==> config.mk <==
export PLATFORM = sky130hd
export DESIGN_NAME = lru_key_value_cache_flat
export DESIGN_NICKNAME = d
export VERILOG_FILES = /design/src/hw/rtl/lkvc_pkg.sv /design/src/hw/rtl/lkvc_req_if.sv /design/src/hw/rtl/lkvc_rsp_if.sv /design/src/hw/rtl/lkvc_ctrl.sv /design/src/hw/rtl/lkvc_datapath.sv /design/src/hw/rtl/lru_key_value_cache.sv /design/src/flat_wrapper.sv
export SDC_FILE = /design/constraint.sdc
export NUM_CORES = 2
export LEC_CHECK = 0
export BUFFER_PORTS_ARGS = -buffer_cell sky130_fd_sc_hd__buf_2
export CAP_MARGIN = 20
export CORE_UTILIZATION = 41
export CTS_BUF_LIST = sky130_fd_sc_hd__clkbuf_8
export CTS_CLUSTER_SIZE = 10
export DETAILED_ROUTE_END_ITERATION = 16
export MAX_ROUTING_LAYER = met4
export PLACE_DENSITY_LB_ADDON = 0.25
export REMOVE_ABC_BUFFERS = 1
export SLEW_MARGIN = 20
export SYNTH_ARGS = -nofsm -noshare
export SYNTH_HDL_FRONTEND = slang
export SYNTH_SLANG_ARGS = --single-unit
==> constraint.sdc <==
create_clock -name clk_i -period 6.6 [get_ports clk_i]
set_input_delay 0.33 -clock clk_i [delete_from_list [all_inputs] [get_ports clk_i]]
set_output_delay 0.33 -clock clk_i [all_outputs]
set_load 0.02 [all_outputs]
==> src/hw/rtl/lkvc_pkg.sv <==
`default_nettype none

package lkvc_pkg;

  localparam int unsigned KEY_W = 32;
  localparam int unsigned VAL_W = 32;
  localparam int unsigned CAP_W = 5;

  localparam logic [CAP_W-1:0] CAP_RESET  = 5'd16;
  localparam logic [VAL_W-1:0] MISS_VALUE = 32'hFFFF_FFFF;

  localparam logic OP_GET = 1'b0;
  localparam logic OP_PUT = 1'b1;

  typedef enum logic {
    ST_IDLE,
    ST_UPDATE
  } ctrl_state_e;

  typedef struct packed {
    logic accept;
    logic commit;
  } ctrl_cmd_t;

  typedef struct packed {
    logic out_full;
  } ctrl_sts_t;

endpackage

`default_nettype wire

==> src/hw/rtl/lkvc_req_if.sv <==
`default_nettype none

interface lkvc_req_if;
  import lkvc_pkg::*;

  logic                    valid;
  logic                    ready;
  logic                    op;
  logic signed [KEY_W-1:0] key;
  logic signed [VAL_W-1:0] value;

  modport source (output valid, output op, output key, output value, input ready);
  modport sink   (input valid, input op, input key, input value, output ready);
endinterface

`default_nettype wire

==> src/hw/rtl/lkvc_rsp_if.sv <==
`default_nettype none

interface lkvc_rsp_if;
  import lkvc_pkg::*;

  logic                    valid;
  logic                    ready;
  logic                    found;
  logic signed [VAL_W-1:0] read_value;

  modport source (output valid, output found, output read_value, input ready);
  modport sink   (input valid, input found, input read_value, output ready);
endinterface

`default_nettype wire

==> src/hw/rtl/lkvc_ctrl.sv <==
`default_nettype none

module lkvc_ctrl (
  input  wire                  clk_i,
  input  wire                  rst_ni,
  input  wire                  req_valid_i,
  output logic                 req_ready_o,
  input  lkvc_pkg::ctrl_sts_t  sts_i,
  output lkvc_pkg::ctrl_cmd_t  cmd_o
);
  import lkvc_pkg::*;

  ctrl_state_e state_q, state_d;

  always_ff @(posedge clk_i or negedge rst_ni) begin
    if (!rst_ni) begin
      state_q <= ST_IDLE;
    end else begin
      state_q <= state_d;
    end
  end

  always_comb begin
    state_d = state_q;
    case (state_q)
      ST_IDLE: begin
        if (req_valid_i) begin
          state_d = ST_UPDATE;
        end
      end
      ST_UPDATE: begin
        if (!sts_i.out_full) begin
          state_d = ST_IDLE;
        end
      end
      default: state_d = ST_IDLE;
    endcase
  end

  always_comb begin
    req_ready_o   = 1'b0;
    cmd_o.accept  = 1'b0;
    cmd_o.commit  = 1'b0;
    case (state_q)
      ST_IDLE: begin
        req_ready_o  = 1'b1;
        cmd_o.accept = req_valid_i;
      end
      ST_UPDATE: begin
        cmd_o.commit = !sts_i.out_full;
      end
      default: begin
        req_ready_o = 1'b0;
      end
    endcase
  end

endmodule

`default_nettype wire

==> src/hw/rtl/lkvc_datapath.sv <==
`default_nettype none

module lkvc_datapath #(
  parameter int unsigned ENTRIES = 16
) (
  input  wire                                   clk_i,
  input  wire                                   rst_ni,
  input  wire                                   cfg_we_i,
  input  wire  [lkvc_pkg::CAP_W-1:0]            cfg_wdata_i,
  input  wire                                   req_op_i,
  input  wire  signed [lkvc_pkg::KEY_W-1:0]     req_key_i,
  input  wire  signed [lkvc_pkg::VAL_W-1:0]     req_value_i,
  input  lkvc_pkg::ctrl_cmd_t                   cmd_i,
  output lkvc_pkg::ctrl_sts_t                   sts_o,
  output logic                                  rsp_valid_o,
  input  wire                                   rsp_ready_i,
  output logic                                  rsp_found_o,
  output logic signed [lkvc_pkg::VAL_W-1:0]     rsp_read_value_o
);
  import lkvc_pkg::*;

  localparam int unsigned RW = (ENTRIES > 1) ? $clog2(ENTRIES) : 1;
  localparam int unsigned CW = $clog2(ENTRIES + 1);
  localparam int unsigned WW = (CW > CAP_W) ? CW : CAP_W;

  logic [ENTRIES-1:0] valid_q, valid_d;
  logic [KEY_W-1:0]   key_q  [ENTRIES];
  logic [VAL_W-1:0]   val_q  [ENTRIES];
  logic [RW-1:0]      rank_q [ENTRIES];
  logic [RW-1:0]      rank_d [ENTRIES];
  logic [CW-1:0]      count_q, count_d;
  logic [CAP_W-1:0]   cap_q;

  logic               op_q;
  logic [KEY_W-1:0]   req_key_q;
  logic [VAL_W-1:0]   req_val_q;
  logic [ENTRIES-1:0] hit_q, free_q, victim_q;
  logic [ENTRIES-1:0] hit_d, free_d, victim_d;

  logic               out_valid_q;
  logic               out_found_q;
  logic [VAL_W-1:0]   out_value_q;

  logic               hit;
  logic               full;
  logic               do_update;
  logic               write_entry;
  logic [ENTRIES-1:0] tgt;
  logic [CW-1:0]      thr;
  logic [RW-1:0]      hit_rank;
  logic [VAL_W-1:0]   hit_val;
  logic [CW-1:0]      count_m1;
  logic [WW-1:0]      cap_min1;

  assign count_m1 = count_q - CW'(1);
  assign cap_min1 = (cap_q == '0) ? WW'(1) : WW'(cap_q);
  assign full     = (count_q == CW'(ENTRIES)) || (WW'(count_q) >= cap_min1);

  always_comb begin
    free_d = ~valid_q & (valid_q + ENTRIES'(1));
    for (int i = 0; i < ENTRIES; i++) begin
      hit_d[i]    = valid_q[i] && (key_q[i] == req_key_i);
      victim_d[i] = valid_q[i] && (CW'(rank_q[i]) == count_m1);
    end
  end

  always_ff @(posedge clk_i) begin
    if (cmd_i.accept) begin
      op_q      <= req_op_i;
      req_key_q <= req_key_i;
      req_val_q <= req_value_i;
      hit_q     <= hit_d;
      free_q    <= free_d;
      victim_q  <= victim_d;
    end
  end

  always_comb begin
    hit_rank = '0;
    hit_val  = '0;
    for (int i = 0; i < ENTRIES; i++) begin
      hit_rank = hit_rank | (hit_q[i] ? rank_q[i] : '0);
      hit_val  = hit_val  | (hit_q[i] ? val_q[i]  : '0);
    end
  end

  assign hit         = |hit_q;
  assign do_update   = cmd_i.commit && (op_q == OP_PUT || hit);
  assign write_entry = cmd_i.commit && (op_q == OP_PUT);

  always_comb begin
    if (hit) begin
      tgt = hit_q;
      thr = CW'(hit_rank);
    end else if (full) begin
      tgt = victim_q;
      thr = count_m1;
    end else begin
      tgt = free_q;
      thr = count_q;
    end
  end

  always_comb begin
    valid_d = valid_q;
    count_d = count_q;
    for (int i = 0; i < ENTRIES; i++) begin
      rank_d[i] = rank_q[i];
      if (do_update) begin
        if (tgt[i]) begin
          rank_d[i]  = '0;
          valid_d[i] = 1'b1;
        end else if (valid_q[i] && (CW'(rank_q[i]) < thr)) begin
          rank_d[i] = RW'(rank_q[i] + 1'b1);
        end
      end
    end
    if (write_entry && !hit && !full) begin
      count_d = count_q + CW'(1);
    end
    if (cfg_we_i) begin
      valid_d = '0;
      count_d = '0;
    end
  end

  always_ff @(posedge clk_i or negedge rst_ni) begin
    if (!rst_ni) begin
      valid_q <= '0;
      count_q <= '0;
      cap_q   <= CAP_RESET;
    end else begin
      valid_q <= valid_d;
      count_q <= count_d;
      if (cfg_we_i) begin
        cap_q <= cfg_wdata_i;
      end
    end
  end

  always_ff @(posedge clk_i) begin
    for (int i = 0; i < ENTRIES; i++) begin
      rank_q[i] <= rank_d[i];
      if (write_entry && tgt[i]) begin
        key_q[i] <= req_key_q;
        val_q[i] <= req_val_q;
      end
    end
  end

  always_ff @(posedge clk_i or negedge rst_ni) begin
    if (!rst_ni) begin
      out_valid_q <= 1'b0;
    end else if (cmd_i.commit) begin
      out_valid_q <= 1'b1;
    end else if (rsp_ready_i) begin
      out_valid_q <= 1'b0;
    end
  end

  always_ff @(posedge clk_i) begin
    if (cmd_i.commit) begin
      out_found_q <= hit;
      if (op_q == OP_PUT) begin
        out_value_q <= req_val_q;
      end else if (hit) begin
        out_value_q <= hit_val;
      end else begin
        out_value_q <= MISS_VALUE;
      end
    end
  end

  assign sts_o.out_full  = out_valid_q && !rsp_ready_i;
  assign rsp_valid_o     = out_valid_q;
  assign rsp_found_o     = out_found_q;
  assign rsp_read_value_o = out_value_q;

endmodule

`default_nettype wire

==> src/hw/rtl/lru_key_value_cache.sv <==
// Requests are taken only in idle; key compare over all entry cells runs in
// the transfer cycle, then the update state does rank update and write back
// and registers the result; a held result stalls it.
// Reset: valid marks and count clear at once, capacity returns to 16; keys,
// values and ranks stay undefined until written. No clearing pass.
`default_nettype none

module lru_key_value_cache #(
  parameter int unsigned ENTRIES = 16
) (
  input  wire                          clk_i,
  input  wire                          rst_ni,
  input  wire                          cfg_we_i,
  input  wire  [lkvc_pkg::CAP_W-1:0]   cfg_wdata_i,
  lkvc_req_if.sink                     req_i,
  lkvc_rsp_if.source                   rsp_o
);
  import lkvc_pkg::*;

  ctrl_cmd_t cmd;
  ctrl_sts_t sts;

  lkvc_ctrl u_ctrl (
    .clk_i       (clk_i),
    .rst_ni      (rst_ni),
    .req_valid_i (req_i.valid),
    .req_ready_o (req_i.ready),
    .sts_i       (sts),
    .cmd_o       (cmd)
  );

  lkvc_datapath #(
    .ENTRIES (ENTRIES)
  ) u_datapath (
    .clk_i            (clk_i),
    .rst_ni           (rst_ni),
    .cfg_we_i         (cfg_we_i),
    .cfg_wdata_i      (cfg_wdata_i),
    .req_op_i         (req_i.op),
    .req_key_i        (req_i.key),
    .req_value_i      (req_i.value),
    .cmd_i            (cmd),
    .sts_o            (sts),
    .rsp_valid_o      (rsp_o.valid),
    .rsp_ready_i      (rsp_o.ready),
    .rsp_found_o      (rsp_o.found),
    .rsp_read_value_o (rsp_o.read_value)
  );

endmodule

`default_nettype wire
==> src/flat_wrapper.sv <==
// flat-port wrapper written by rule: the top's interface ports become plain ports
module lru_key_value_cache_flat import lkvc_pkg::*;
#(
  parameter int unsigned ENTRIES = 16
)
  (clk_i, rst_ni, cfg_we_i, cfg_wdata_i, req_i_valid, req_i_op, req_i_key, req_i_value, req_i_ready, rsp_o_valid, rsp_o_found, rsp_o_read_value, rsp_o_ready);
  lkvc_req_if req_i_i ();
  lkvc_rsp_if rsp_o_i ();
  input  wire clk_i;
  input  wire rst_ni;
  input  wire cfg_we_i;
  input  wire  [lkvc_pkg::CAP_W-1:0] cfg_wdata_i;
  input wire logic [$bits(req_i_i.valid)-1:0] req_i_valid;
  input wire logic [$bits(req_i_i.op)-1:0] req_i_op;
  input wire logic [$bits(req_i_i.key)-1:0] req_i_key;
  input wire logic [$bits(req_i_i.value)-1:0] req_i_value;
  output wire logic [$bits(req_i_i.ready)-1:0] req_i_ready;
  output wire logic [$bits(rsp_o_i.valid)-1:0] rsp_o_valid;
  output wire logic [$bits(rsp_o_i.found)-1:0] rsp_o_found;
  output wire logic [$bits(rsp_o_i.read_value)-1:0] rsp_o_read_value;
  input wire logic [$bits(rsp_o_i.ready)-1:0] rsp_o_ready;
  assign req_i_i.valid = req_i_valid;
  assign req_i_i.op = req_i_op;
  assign req_i_i.key = req_i_key;
  assign req_i_i.value = req_i_value;
  assign req_i_ready = req_i_i.ready;
  assign rsp_o_valid = rsp_o_i.valid;
  assign rsp_o_found = rsp_o_i.found;
  assign rsp_o_read_value = rsp_o_i.read_value;
  assign rsp_o_i.ready = rsp_o_ready;
  lru_key_value_cache #(.ENTRIES(ENTRIES)) u_core (.clk_i(clk_i), .rst_ni(rst_ni), .cfg_we_i(cfg_we_i), .cfg_wdata_i(cfg_wdata_i), .req_i(req_i_i), .rsp_o(rsp_o_i));
endmodule
Yosys cells after proc, flatten, opt, wreduce, memory -nomap -nowiden. Memories as Yosys holds them, arrays and structs flattened. Cells that the tools add are included.

Logic and storage cells: 407. RAM bits: 1088. Bits in latches: 0. Memories: 3. Register bits after elaboration: 174. Bits in read-only memories: 0.

$lt $le $gt $ge: 17. Multiplexer cells: 162. Shifts and indexed selects: 0. Div/mod/pow operators: 0. Reduce and logical (&&, ||, !) cells: 112. Bitwise logic cells: 33. Multiply operators: 0. $add $sub $neg: 19. Equality and inequality tests: 33.

Memory list: u_core.u_datapath.key_q (depth 16, bits a word 32, rd ports 16, clocked after Yosys merged registers in 0, wr ports 16, RTL line lkvc_datapath.sv:27) `logic [KEY_W-1:0] key_q [ENTRIES];`; u_core.u_datapath.val_q (depth 16, bits a word 32, rd ports 16, clocked after Yosys merged registers in 0, wr ports 16, RTL line lkvc_datapath.sv:28) `logic [VAL_W-1:0] val_q [ENTRIES];`; u_core.u_datapath.rank_q (depth 16, bits a word 4, rd ports 16, clocked after Yosys merged registers in 0, wr ports 16, RTL line lkvc_datapath.sv:29) `logic [RW-1:0] rank_q [ENTRIES];`.

Operators with widths (count): $mux 32 (18); $eq 32x32->1 (16); $or 32x32->32 (15); $mux 4 (64); $eq 4x5->1 (16); $lt 4x5->1 (16); $mux 1 (71); $logic_and 1x1->1 (69); $add 4x1->4 const B (16); $or 4x4->4 (15); $mux 16 (3); $reduce_bool 2->1 (19); $reduce_and 2->1 (16); $mux 5 (5); $add 16x1->16 const B (1); $and 16x16->16 (1); $not 16->16 (1); $reduce_or 16->1 (1); $add 5x1->5 const B (1); $eq 5x5->1 const B (1); $ge 5x5->1 (1); $logic_not 5->1 (1); $sub 5x1->5 const B (1); $logic_not 1->1 (4); other kinds (3) (4).

Depth between registers and ports, before layout.
Word-level depth: 22. Depth in mapped cells: 15. Depth with buffers taken out: 14.

Modules after synthesis. A second synthesis with hierarchy kept.

Cells, all modules: 3174. Area, all modules: 51301.7 um^2.

Modules (own cells, without submodules): lkvc_datapath (times used 1, area each 51244.1 um^2, cells each 3169); lkvc_ctrl (times used 1, area each 57.6 um^2, cells each 5).

Least setup slack after synthesis. OpenSTA, ideal clock, no wires.

Kind: reg2reg. Start point: register u_core.u_datapath.count_q[0]. End point: memory u_core.u_datapath.key_q[11][4] (netlist: u_core.u_datapath.key_q[1][100]), enable pin. Data arrival time: 5529 ps. Clock period less this slack: 6023 ps. Path buffers: 3. Cell stages (with the launch flop): 12. Setup time: 493 ps. Slack: 577 ps. Path through: dfrtp_1 clkbuf_1 clkbuf_1 inv_1 ha_1 nand2b_1 a31oi_1 o21a_4 buf_6 mux2i_1 o21bai_2 nor2b_1.

RTL lines: start, declared (RTL line lkvc_datapath.sv:31) `logic [CW-1:0] count_q, count_d;`; start signal, assigned (RTL line lkvc_datapath.sv:134) `count_q <= count_d;`; end, declared (RTL line lkvc_datapath.sv:27).

==> impl_metrics.tcl <==
set metrics [dict create \
    rows 129 \
    fin_ws_ps 2190 \
    rr_endpoint "u_core.u_datapath.val_q[1][26]" \
    top_layer_used "met4" \
    rr_startpoint "u_core.u_datapath.cap_q[1]" \
    layout_min_cycle_time_ps 4410 \
    holdCritStartpoint "req_i_key[7]" \
    wl_met2_um 73400 \
    start_kind "register" \
    cts.sinks 1262 \
    drtAntennaViolNets 0 \
    areaGrowthSynthToFinish_pct 14.2 \
    synth_top_area_cell "edfxtp_1" \
    max_cap_viol_count 0 \
    syn_area_um2 51500 \
    slew_viol_final 0 \
    relSlewSlack 0.137 \
    yosysTopAreaCellShare 0.720 \
    synth.most_common_cell "edfxtp_1" \
    start_util 0.415 \
    wirelength_um 157000 \
    layout-drive-gt1-share 0.140 \
    chipHeight_um 356 \
    fin_tns_setup_ps 0 \
    grt_pass1_vias 29400 \
    hpwl_um 86300 \
    crit_type "reg2reg" \
    worstPathRequired_ps 7170 \
    reg2reg_slack_ps 2190 \
    synth.area.top_cells "edfxtp_1 72%, xnor2_1 7.8%, a22oi_1 3.2%" \
    boundaryPins 110 \
    synthCells 3197 \
    worstRegToRegCells 9 \
    pre_cts_ws_ps 2220 \
    synth.distinct_cells 52 \
    finalNetCount 3645 \
    route.met3.wl_um 14100 \
    grt_overflow 0 \
    timing.fmax_mhz 227 \
    cts-root-buf "clkbuf_8" \
    grt.total_usage 0.256 \
    dieWidth_um 356 \
    dpl_cell_area_um2 54400 \
    port_buffers 109 \
    power.leakage_nw 19.4 \
    drc 3 \
    cts_tree "built" \
    drt-met1-wl_um 67400 \
    cp-end-kind "register" \
    status "complete, but fails checks" \
    irDropWorstVdd_v 0.000226 \
    min_path_cells 2 \
    die-area_um2 127000 \
    cp.buffers_inverters 1 \
    fin_crit_sh 0.669 \
    hold_viol 0 \
    cts_setup_buffers 0 \
    vias 30600 \
    viasPerCell 5.76 \
    powerDensity_nw_per_um2 351 \
    violations "design-rule violations" \
    grt_pass1_wl_um 223000 \
    n_fill_cell 10600 \
    path_delay_family "compound AO/OA/AOI/OAI gates" \
    path_cells "o41ai_1 -> ha_1 -> nand2b_1 -> a31oi_1 -> o21a_4 -> mux2i_1 -> o21bai_2 -> nor2b_4 -> buf_4" \
    core-area_um2 124000 \
    cts_htree_levels 4 \
    clk_path_buf_depth 3 \
    first_pass_iters 13 \
    wire_per_inst_um 29.6 \
    worstMarginPinSlew_ps 1290 \
    hold_path_class "in2reg" \
    cpMaxStageDelayCell "nor2b_4" \
    hold_end "u_core.u_datapath.req_key_q[7]" \
    ys_seq_area_frac 0.734 \
    skew_ps 53.5 \
    yosys-top-cells-count "1234 x edfxtp_1, 460 x xnor2_1, 216 x a22oi_1, 167 x nand4_1, 155 x xor2_1" \
    rsz0062_at_grt "no" \
    synth_ff_type "edfxtp_1" \
    syn_area_per_cell_um2 16.1 \
    slowest_delay_ps 900 \
    cts_inserted_buffers 198 \
    cts_resized 0 \
    grt_max_degree 91 \
    setup_viol 0 \
    async_flop_share 0.0222 \
    cp.arrival_ps 4980 \
    clkTransAtPathRegs_ps 60 \
    synth-warning-count 0 \
    clock_latency_ps 940 \
    fin_area_um2 58800 \
    drt_iter0_drc 3854 \
    synth_edf_count 1234 \
    ctsHoldBuffers 66 \
    cp_max_fo 28 \
    antenna_found_initial 5 \
    gp_congestion 0.838 \
    synth-seq-cells 1262 \
]
## cell usage in the layout (no fill, tap or decap), types with 18 or more instances in the layout
cell type	count
dlygate4sd3_1	66
nor3_1	23
edfxtp_1	1234
nand3_1	64
a21oi_1	82
buf_4	101
buf_2	110
ha_1	55
a22o_1	38
a22oi_1	216
o21ai_0	18
a221oi_1	42
inv_1	141
clkbuf_8	202
nand2_1	21
dfrtp_1	27
xnor2_1	458
nand4_1	167
xor2_1	155
nor2_1	139
clkinv_1	40
clkinv_2	22
nor4_1	87
## per-stage QoR
step / hold slack, ps / utilization / total power [mW] / cells
3_3_place_gp: 467 / 0.438 / 14.4 / 4883
4_1_cts: 1.17 / 0.473 / 20.7 / 5310
3_5_place_dp: 473 / 0.438 / 14.4 / 4886
2_1_floorplan: 34.4 / - / 12.8 / 3030
5_1_grt: 3.65 / 0.473 / 21.4 / 5311
6_report: 77.8 / 0.473 / 20.6 / 5311
## cell type report
type,count,area [um2],share of cell area
clock inverter,156,911,0.0155
inverter,69,259,0.00441
sequential,1262,37800,0.643
antenna,1,2.50,0.0000426
timing repair buffer,285,2130,0.0363
clock buffer,202,2780,0.0473
multi-input combinational,1699,12900,0.219
tap,1637,2050,0.0349
## state kept, by name, indices dropped and copies added (netlist names), 5 cells and up
name                                flops
u_core.u_datapath.key_q               512
u_core.u_datapath.req_key_q            32
u_core.u_datapath.rank_q               64
u_core.u_datapath.free_q               16
u_core.u_datapath.req_val_q            32
u_core.u_datapath.victim_q             16
u_core.u_datapath.rsp_read_value_o     32
u_core.u_datapath.count_q               5
u_core.u_datapath.hit_q                16
u_core.u_datapath.cap_q                 5
u_core.u_datapath.val_q               512
u_core.u_datapath.valid_q              16
## power by group
group | switching [mW] | internal (mW) | total [mW]
Clock | 3.15 | 3.17 | 6.32
Sequential | 0.892 | 10.3 | 11.2
Combinational | 2.16 | 0.999 | 3.16
Total | 6.20 | 14.4 | 20.6
## per-layer routing
| metal | up-vias | track usage |
|---|---|---|
| li1 | 13000 | - |
| met4 | 0 | 0.0575 |
| met5 | - | - |
| met2 | 1548 | 0.389 |
| met1 | 15900 | 0.358 |
| met3 | 182 | 0.0456 |
## kinds of logic after synthesis
logic type / Yosys count / share of synthesized area
DFF: 1262 / 0.734
muxes: 17 / 0.00331
adders and majority gates: 55 / 0.0134
buffers and inverters: 236 / 0.0197
AOI/OAI and AO/OA: 473 / 0.0693
and+or+nand+nor: 539 / 0.0560
xor gates and xnor gates: 615 / 0.105
## worst max-delay path by stage
stage                                    start                              end  slack, ps  depth (start not counted)
floorplan           u_core.u_datapath.hit_q[3]  u_core.u_datapath.key_q[0][192]        330                          5
global placement    u_core.u_datapath.cap_q[1]    u_core.u_datapath.val_q[1][1]       2230                          9
detailed placement  u_core.u_datapath.cap_q[1]   u_core.u_datapath.val_q[1][20]       2220                          9
CTS                 u_core.u_datapath.cap_q[1]   u_core.u_datapath.val_q[1][14]       2150                          9
global route        u_core.u_datapath.cap_q[1]  u_core.u_datapath.rank_q[1][13]       1890                         14
finish              u_core.u_datapath.cap_q[1]   u_core.u_datapath.val_q[1][26]       2190                          9
## worst reg2reg max path, delay by kind of cell, from the launching register on
| kind | cells | cell delay (ps) |
|---|---|---|
| and+or+nand+nor | 2 | 1060 |
| buffers and inverters | 1 | 530 |
| adders and majority gates | 1 | 290 |
| AOI/OAI and AO/OA | 4 | 1610 |
| DFF | 1 | 380 |
| muxes | 1 | 170 |
Power figures use the tool's default switching activity.
